File: src/rtl/idm_pkg.sv
// Shared types and constants of the interrupt duration monitor.
package idm_pkg;

  localparam int unsigned LogDepth       = 64;
  localparam int unsigned LogAw          = $clog2(LogDepth);
  localparam int unsigned CountW         = $clog2(LogDepth + 1);
  localparam int unsigned SoftCount      = 10;
  localparam int unsigned SoftIdxW       = (SoftCount > 1) ? $clog2(SoftCount) : 1;
  localparam int unsigned UnitShift      = 20;
  localparam int unsigned UnitsW         = 64 - UnitShift;
  localparam logic [15:0] ThresholdReset = 16'd25;

  typedef enum logic [2:0] {
    CmdHardEntry = 3'd0,
    CmdHardExit  = 3'd1,
    CmdSoftEntry = 3'd2,
    CmdSoftExit  = 3'd3,
    CmdClearLog  = 3'd4,
    CmdReadEntry = 3'd5,
    CmdHardStats = 3'd6,
    CmdSoftStats = 3'd7
  } cmd_e;

  typedef enum logic [1:0] {
    CfgEnable  = 2'd0,
    CfgHardThr = 2'd1,
    CfgSoftThr = 2'd2
  } cfg_idx_e;

  typedef struct packed {
    logic              source;
    logic [31:0]       handler;
    logic [UnitsW-1:0] duration;
    logic [63:0]       timestamp;
  } log_entry_t;

  typedef struct packed {
    logic             we;
    logic [LogAw-1:0] addr;
    log_entry_t       data;
  } log_wr_t;

  typedef struct packed {
    logic              logged;
    logic              log_full;
    logic [UnitsW-1:0] duration_units;
    logic [CountW-1:0] log_count;
    logic              entry_valid;
    log_entry_t        entry;
    logic [31:0]       stat_count;
    logic [63:0]       stat_total;
  } result_t;

endpackage

File: src/rtl/idm_engine.sv
// Event stage register, monitor state and the per-event update logic.
module idm_engine (
  input  logic                   clk_i,
  input  logic                   rst_ni,
  input  logic                   cfg_we_i,
  input  logic [1:0]             cfg_index_i,
  input  logic [15:0]            cfg_data_i,
  input  logic                   accept_i,
  input  logic                   advance_i,
  input  logic [2:0]             command_i,
  input  logic [63:0]            timestamp_ns_i,
  input  logic [3:0]             softirq_number_i,
  input  logic [31:0]            handler_id_i,
  input  logic                   handled_i,
  input  logic                   nested_i,
  input  logic [5:0]             entry_index_i,
  input  idm_pkg::log_entry_t    rd_data_i,
  output idm_pkg::log_wr_t       log_wr_o,
  output idm_pkg::result_t       result_o
);

  localparam int unsigned CW = idm_pkg::CountW;
  localparam int unsigned UW = idm_pkg::UnitsW;
  localparam int unsigned SC = idm_pkg::SoftCount;
  localparam int unsigned SW = idm_pkg::SoftIdxW;

  // Stage register payload.
  idm_pkg::cmd_e cmd_q;
  logic [63:0]   ts_q;
  logic [3:0]    snum_q;
  logic [31:0]   handler_q;
  logic          handled_q;
  logic          nested_q;
  logic [5:0]    idx_q;
  logic [63:0]   elapsed_q;
  logic          start_nz_q;

  // Monitor state.
  logic          enable_q;
  logic [15:0]   hard_thr_q, soft_thr_q;
  logic [63:0]   hard_start_q, hard_start_d;
  logic [63:0]   soft_start_q, soft_start_d;
  logic [31:0]   hard_runs_q, hard_runs_d;
  logic [63:0]   hard_total_q, hard_total_d;
  logic [31:0]   soft_runs_q [SC];
  logic [63:0]   soft_total_q [SC];
  logic [CW-1:0] held_q, held_d;

  logic          on;
  logic          soft_ok;
  logic [SW-1:0] sidx;
  logic [UW-1:0] units;
  logic          hard_over, soft_over;
  logic          soft_upd;
  logic          overrun;
  logic          source;
  logic          log_we;
  logic          held_full;
  logic [63:0]   hard_start_nx, soft_start_nx, start_sel;

  // The start latch seen by an event entering now is the one its predecessor
  // leaves at this same edge, so the subtraction can be done ahead of time.
  assign hard_start_nx = advance_i ? hard_start_d : hard_start_q;
  assign soft_start_nx = advance_i ? soft_start_d : soft_start_q;
  assign start_sel     = (idm_pkg::cmd_e'(command_i) == idm_pkg::CmdSoftExit) ?
                         soft_start_nx : hard_start_nx;

  always_ff @(posedge clk_i) begin
    if (accept_i) begin
      cmd_q      <= idm_pkg::cmd_e'(command_i);
      ts_q       <= timestamp_ns_i;
      snum_q     <= softirq_number_i;
      handler_q  <= handler_id_i;
      handled_q  <= handled_i;
      nested_q   <= nested_i;
      idx_q      <= entry_index_i;
      elapsed_q  <= timestamp_ns_i - start_sel;
      start_nz_q <= (start_sel != 64'd0);
    end
  end

  assign on        = enable_q;
  assign soft_ok   = ({1'b0, snum_q} < 5'(SC));
  assign sidx      = snum_q[SW-1:0];
  assign units     = elapsed_q[63:idm_pkg::UnitShift];
  assign held_full = (32'(held_q) >= 32'(idm_pkg::LogDepth));
  assign hard_over = (hard_thr_q != 16'd0) &&
                     ((units[UW-1:16] != '0) || (units[15:0] >= hard_thr_q));
  assign soft_over = (soft_thr_q != 16'd0) &&
                     ((units[UW-1:16] != '0) || (units[15:0] >= soft_thr_q));

  always_comb begin
    hard_start_d = hard_start_q;
    soft_start_d = soft_start_q;
    hard_runs_d  = hard_runs_q;
    hard_total_d = hard_total_q;
    held_d       = held_q;
    soft_upd     = 1'b0;
    overrun      = 1'b0;
    source       = 1'b0;
    log_we       = 1'b0;
    result_o     = '0;

    unique case (cmd_q)
      idm_pkg::CmdHardEntry: begin
        if (on && !nested_q) begin
          hard_start_d = ts_q;
        end
      end
      idm_pkg::CmdHardExit: begin
        if (on && !nested_q && handled_q && start_nz_q) begin
          hard_runs_d             = hard_runs_q + 32'd1;
          hard_total_d            = hard_total_q + elapsed_q;
          result_o.duration_units = units;
          overrun                 = hard_over;
        end
      end
      idm_pkg::CmdSoftEntry: begin
        if (on && soft_ok) begin
          soft_start_d = ts_q;
        end
      end
      idm_pkg::CmdSoftExit: begin
        if (on && soft_ok && start_nz_q) begin
          soft_upd                = 1'b1;
          result_o.duration_units = units;
          overrun                 = soft_over;
          source                  = 1'b1;
        end
      end
      idm_pkg::CmdClearLog: begin
        held_d = '0;
      end
      idm_pkg::CmdReadEntry: begin
        if (32'(idx_q) < 32'(held_q)) begin
          result_o.entry_valid = 1'b1;
          result_o.entry       = rd_data_i;
        end
      end
      idm_pkg::CmdHardStats: begin
        result_o.stat_count = hard_runs_q;
        result_o.stat_total = hard_total_q;
      end
      idm_pkg::CmdSoftStats: begin
        if (soft_ok) begin
          result_o.stat_count = soft_runs_q[sidx];
          result_o.stat_total = soft_total_q[sidx];
        end
      end
      default: ;
    endcase

    if (overrun) begin
      if (held_full) begin
        result_o.log_full = 1'b1;
      end else begin
        log_we          = 1'b1;
        result_o.logged = 1'b1;
        held_d          = held_q + CW'(1);
      end
    end
    result_o.log_count = held_d;
  end

  assign log_wr_o.we             = advance_i && log_we;
  assign log_wr_o.addr           = held_q[idm_pkg::LogAw-1:0];
  assign log_wr_o.data.source    = source;
  assign log_wr_o.data.handler   = handler_q;
  assign log_wr_o.data.duration  = units;
  assign log_wr_o.data.timestamp = ts_q;

  always_ff @(posedge clk_i or negedge rst_ni) begin
    if (!rst_ni) begin
      enable_q     <= 1'b0;
      hard_thr_q   <= idm_pkg::ThresholdReset;
      soft_thr_q   <= idm_pkg::ThresholdReset;
      hard_start_q <= '0;
      soft_start_q <= '0;
      hard_runs_q  <= '0;
      hard_total_q <= '0;
      held_q       <= '0;
    end else begin
      if (cfg_we_i) begin
        unique case (idm_pkg::cfg_idx_e'(cfg_index_i))
          idm_pkg::CfgEnable: begin
            enable_q <= cfg_data_i[0];
            // Turning the monitor on starts a fresh log.
            if (cfg_data_i[0] && !enable_q) begin
              held_q <= '0;
            end
          end
          idm_pkg::CfgHardThr: hard_thr_q <= cfg_data_i;
          idm_pkg::CfgSoftThr: soft_thr_q <= cfg_data_i;
          default: ;
        endcase
      end
      if (advance_i) begin
        hard_start_q <= hard_start_d;
        soft_start_q <= soft_start_d;
        hard_runs_q  <= hard_runs_d;
        hard_total_q <= hard_total_d;
        held_q       <= held_d;
      end
    end
  end

  always_ff @(posedge clk_i or negedge rst_ni) begin
    if (!rst_ni) begin
      for (int i = 0; i < SC; i++) begin
        soft_runs_q[i]  <= '0;
        soft_total_q[i] <= '0;
      end
    end else begin
      for (int i = 0; i < SC; i++) begin
        if (advance_i && soft_upd && (sidx == SW'(i))) begin
          soft_runs_q[i]  <= soft_runs_q[i] + 32'd1;
          soft_total_q[i] <= soft_total_q[i] + elapsed_q;
        end
      end
    end
  end

endmodule

File: config.mk
export PLATFORM = sky130hd
export DESIGN_NAME = idm_engine
export DESIGN_NICKNAME = d
export VERILOG_FILES = /design/src/rtl/idm_pkg.sv /design/src/rtl/idm_engine.sv
export SDC_FILE = /design/constraint.sdc
export NUM_CORES = 2
export LEC_CHECK = 0
export BUFFER_PORTS_ARGS = -buffer_cell sky130_fd_sc_hd__buf_2
export CELL_PAD_IN_SITES_DETAIL_PLACEMENT = 1
export CELL_PAD_IN_SITES_GLOBAL_PLACEMENT = 1
export CORE_MARGIN = 4
export CORE_UTILIZATION = 35
export CTS_CLUSTER_SIZE = 28
export DETAILED_ROUTE_END_ITERATION = 8
export PLACE_DENSITY = 0.61
export SYNTH_ARGS = -nofsm -noshare
export SYNTH_HDL_FRONTEND = slang
export SYNTH_SLANG_ARGS = --single-unit
File: constraint.sdc
create_clock -name clk_i -period 5.3 [get_ports clk_i]
set_input_delay 0.795 -clock clk_i [delete_from_list [all_inputs] [get_ports clk_i]]
set_output_delay 0.795 -clock clk_i [all_outputs]
set_load 0.1 [all_outputs]
**Word-level counts from Yosys, hierarchy flattened**

Index checks and enable logic that the tools add are counted.

- Bits in registers: 1400
- Input bits: 275
- Output and inout bits: 439
- Word-level logic and storage cells: 162

- Add/sub/neg operators: 24
- Order comparisons: 6
- Eq/ne operators: 19
- Mux-type cells: 36
- Bitwise logic cells: 1
- Reduce and logical (&&, ||, !) cells: 39

Operators by type and width:

| kind | number |
|---|---|
| $add A64 B64 Y64 | 11 |
| $mux W64 | 9 |
| $add A32 B1 Y32 const B | 11 |
| $mux W142 | 2 |
| $bmux W64 S4 | 1 |
| $pmux W96 S2 | 1 |
| $bmux W32 S4 | 1 |
| $mux W96 | 1 |
| $mux W44 | 2 |
| $pmux W44 S2 | 1 |
| $mux W32 | 2 |
| $reduce_bool A64 Y1 | 1 |
| $sub A64 B64 Y64 | 1 |
| $mux W7 | 7 |
| $ge A16 B16 Y1 | 2 |
| $reduce_bool A16 Y1 | 2 |
| $reduce_bool A28 Y1 | 1 |
| $logic_and A1 B1 Y1 | 20 |
| $eq A4 B3 Y1 const B | 4 |
| $eq A3 B3 Y1 const B | 4 |
| $eq A3 B2 Y1 const B | 3 |
| $eq A4 B2 Y1 const B | 2 |
| $eq A4 B4 Y1 const B | 2 |
| $add A7 B1 Y7 const B | 1 |
| 20 further kinds | 33 |

**Depth between registers and ports, before layout**

- Depth after elaboration: 8
- Mapped depth: 24
- Depth with buffers taken out: 19

**Worst setup path after synthesis**

No wires, ideal clock.

- Kind: input-to-reg
- Start point: input port advance_i
- End point: register elapsed_q[60] (data pin)
- Library setup time: 0.259 ns
- Data arrival time: 5.197 ns
- Required time: 5.041 ns
- Path slack: -0.155 ns
- Stages on the path: 24
- Path buffers: 5
- Cell sequence: buf_2 inv_1 nor4_1 nand2_1 clkbuf_1 buf_1 buf_1 mux2i_1 nand2_1 o21ai_0 ha_1 clkbuf_1 a21oi_1 o21ai_0 a41o_1 o21ai_0 or2_2 a21boi_1 a31oi_1 a21oi_1 a211o_1 a31o_1 a21oi_1 xnor2_1

- Cells in the longest elaborated chain, start to end: 3
- Elaborated cells on any way between the ends: 4
- Classes of those cells: add/sub: 1; mux: 3

RTL lines:

| item | line | RTL |
|---|---|---|
| from (decl) | idm_engine.sv:9 | `input logic advance_i,` |
| $mux W64 | -- |  |
| $mux W64 * | idm_engine.sv:65 | `assign start_sel = (idm_pkg::cmd_e'(command_i) == idm_pkg::CmdSoftExit) ?` |
| $sub A64 B64 Y64 * | idm_engine.sv:77 | `elapsed_q <= timestamp_ns_i - start_sel;` |
| to (signal assigned) | idm_engine.sv:77 |  |
| to (decl) | idm_engine.sv:35 | `logic [63:0] elapsed_q;` |

Every way passes the cells marked *; elsewhere a longest branch is shown, timed or not.
A chain may end at the register's enable or synchronous reset.

==> qor.txt <==
status - completed
yosys synthesis warning count - 0
fmax - 0.194 GHz
Largest delay share family, worst path - buffers and inverters
setup tns final - 0 ps
Worst Path Max Fanout - 108
DRT antenna net count - 0
number of flops mapped to enable cells by yosys - 176
vias per cell - 5.71
DP HPWL - 333000 um
CTS tree - done
initial antenna violation count - 51
Comb pwr share - 45.9%
routed vias - 94493
Clock Power Share - 27.0%
number of fill cells - 34204
max-cap violations - 0
critical setup path kind - reg2out
distinct cell type count after synthesis - 101
Die W - 553 um
die height - 553 um
CP arrival - 4350 ps
post-synthesis cell count - 11645
largest net degree at the start of global routing - 147
largest stage delay on the critical path - 530 ps
DR WL/cell - 25.1 um
Core Rows - 199
drt pass-1 iters - 6
Seq/Total Area, Yosys - 34.6%
period utilization - 97.0%
post-synthesis cell area - 104000 um2
Synth Register Bits - 1400
sequential share of power - 27.2%
LEAKAGE - 57.8 nW
relative slew slack - 22.7%
Post-Syn Area per Cell - 8.93 um2
fin util - 41.1%
slowest cell on the critical path - a221oi_1
Pwr Total - 50.1 mW
vias in the first global route - 98006
DRC violation total after the first TritonRoute iteration - 6275
Slew @ Worst Pin - 1160 ps
footprint of the multi-input gates - 64600 um2
share of layout cells above drive strength 1 - 15.4%
startpoint types - flop
Power Density - 413 nW/um2
H-tree depth - 4
Clock Skews - 57.5 ps
Setup violations, final - 0
clk slew on worst S/H paths - 60 ps
Clock Tree Root - clkbuf_16
switching part of the total - 43.4%
Tmin final - 5140 ps
Die Footprint - 306000 um2
worst skew pair latency - 890 ps
P_sw - 21.8 mW
cts bufs inserted - 185
asr flop ratio synth - 87.4%
Longest Clk Path Bufs - 4
ys flop type - dfrtp_1
global-route wire length before repair - 625000 um
I/O pin total - 714
Int Pwr - 28.3 mW
register area - 35900 um2
gpl congestion - 0.943
Slew Viols, Final - 0
Post-route DRC - 0
total gr overflow - 0
global-route usage over all layers - 26.2%
CP Buf/Inv Count - 3
peak supply drop - 0.434 mV
CP Data Required Time - 4510 ps
Core ar. - 295000 um2
Worst Setup End Kind - output pin
Hold Path Class - in2reg
Synthesized Nets - 12738
Initial Utilization - 35.3%
Total Wirelength - 416000 um
Syn-to-layout area delta - 16.6%
# clock sinks - 1400
I/O Buffers - 713
Cell Chain, Critical Path - buf_6, buf_16, mux4_2, a22o_1, a221oi_1, o21ai_0, buf_2
final hold vios - 0
Final nets - 13565
final timing paths:
path | from | end | slack (ps) | cells past startpoint
worst max register to register | cmd_q[1] | elapsed_q[49] | 310 | 24
worst min-delay path | entry_index_i[4] | idx_q[4] | 100 | 1
max in group asynchronous | rst_ni | hard_total_q[33] | 3380 | 3
worst min register to register | soft_total_q[63] | soft_total_q[63] | 470 | 1
worst max-delay path | sidx[1] | result_o[52] | 160 | 7
min in group asynchronous | rst_ni | soft_total_q[149] | 560 | 2
cells by family after synthesis:
family          Yosys count  synth area share (%)
mux                     390                  6.20
xor+xnor               1039                  8.75
simple gates           3564                  16.0
compound gates         3509                  21.0
flops                  1400                  34.6
buf+inv                 925                  3.54
fa+ha+maj               818                  9.93
state kept, by name, indices dropped and copies added, names as in the netlist:
| name | cells |
|---|---|
| soft_thr_q | 16 |
| handled_q | 1 |
| nested_q | 1 |
| elapsed_q | 64 |
| held_q | 7 |
| hard_total_q | 64 |
| soft_runs_q | 320 |
| cmd_q | 3 |
| sidx | 4 |
| idx_q | 6 |
| ts_q | 64 |
| soft_start_q | 64 |
| handler_q | 32 |
| start_nz_q | 1 |
| soft_total_q | 640 |
| hard_runs_q | 32 |
| hard_start_q | 64 |
| enable_q | 1 |
| hard_thr_q | 16 |
cells in the final DEF, fill, tap and decap left out, drive strengths merged, types with 23 or more instances in the layout:
cell type / Yosys / routed
nand2: 1586 / 1586
buf: 104 / 1242
o21ai: 1227 / 1227
dfrtp: 1218 / 1218
a21oi: 825 / 825
ha: 806 / 806
xnor2: 625 / 625
nor2: 538 / 538
a21o: 474 / 474
xor2: 414 / 414
inv: 320 / 326
nand3: 273 / 273
clkbuf: 500 / 268
nand4: 259 / 259
and2: 234 / 234
mux4: 192 / 192
edfxtp: 176 / 176
and3: 140 / 140
nor3: 139 / 139
a221oi: 129 / 129
o21bai: 115 / 115
mux2: 109 / 109
a22o: 104 / 104
a31oi: 92 / 92
nor2b: 91 / 91
nand2b: 90 / 90
mux2i: 89 / 89
a211oi: 84 / 84
o21a: 71 / 71
o31ai: 57 / 57
nor4: 51 / 51
o211ai: 50 / 50
or3: 40 / 40
or2: 40 / 40
clkinv: 1 / 34
a21boi: 32 / 32
and4: 25 / 25
a211o: 24 / 24
o31a: 23 / 23
cell usage after synthesis, types with 273 or more instances:
master	number	area (um2)
dfrtp_1	1218	30500
xnor2_1	625	5470
nand3_1	273	1370
nand2_1	1586	5950
a21oi_1	821	4110
o21ai_0	1027	5140
clkbuf_1	499	1870
inv_1	319	1200
ha_1	806	10100
a21o_1	474	3560
nor2_1	538	2020
xor2_1	414	3630
layout make-up:
| type | instances | share of cell area, % |
|---|---|---|
| repair buffers | 1244 | 6.68 |
| well taps | 3919 | 4.05 |
| clock inverters | 64 | 0.840 |
| multi-input cells | 9320 | 53.3 |
| diodes | 11 | 0.0227 |
| inverters | 321 | 0.994 |
| flip-flops and latches | 1400 | 29.6 |
| clock buffers | 267 | 4.48 |
power by group through the flow:
stage / Clock (mW) / Combinational, mW / Sequential, mW
6_report: 13.5 / 23.0 / 13.6
5_1_grt: 14.3 / 25.1 / 13.7
4_1_cts: 13.9 / 22.9 / 13.6
3_5_place_dp: 0 / 22.7 / 13.8
3_3_place_gp: 0 / 22.3 / 13.7
2_1_floorplan: 0 / 14.9 / 13.7
through the flow:
stage | cell area (um2) | worst slack, ps | hold WS [ps] | std cells
floorplan | 104000 | 27.9 | 436 | 11645
global placement | 115000 | -377 | 453 | 16200
detailed placement | 115000 | -436 | 459 | 16200
CTS | 121000 | 49.0 | 11.7 | 16533
global route | 121000 | -3.49 | 32.7 | 16539
finish | 121000 | 158 | 98.8 | 16546
timing repair:
action                                 4_1_cts  5_1_grt
setup endpoints to repair                   26       13
buffers inserted                             1        2
hold buffers                                 1        0
resized for setup                            7       11
endpoints found under the hold margin       70        0
layer usage:
metal	up-vias	wire length, um	track usage (%)
met4	16	10700	5.94
met5	-	115	0
li1	43948	-	-
met1	47817	200000	38.1
met3	484	19500	3.21
met2	2228	185000	41.7
(Power assumes the default switching activity.)
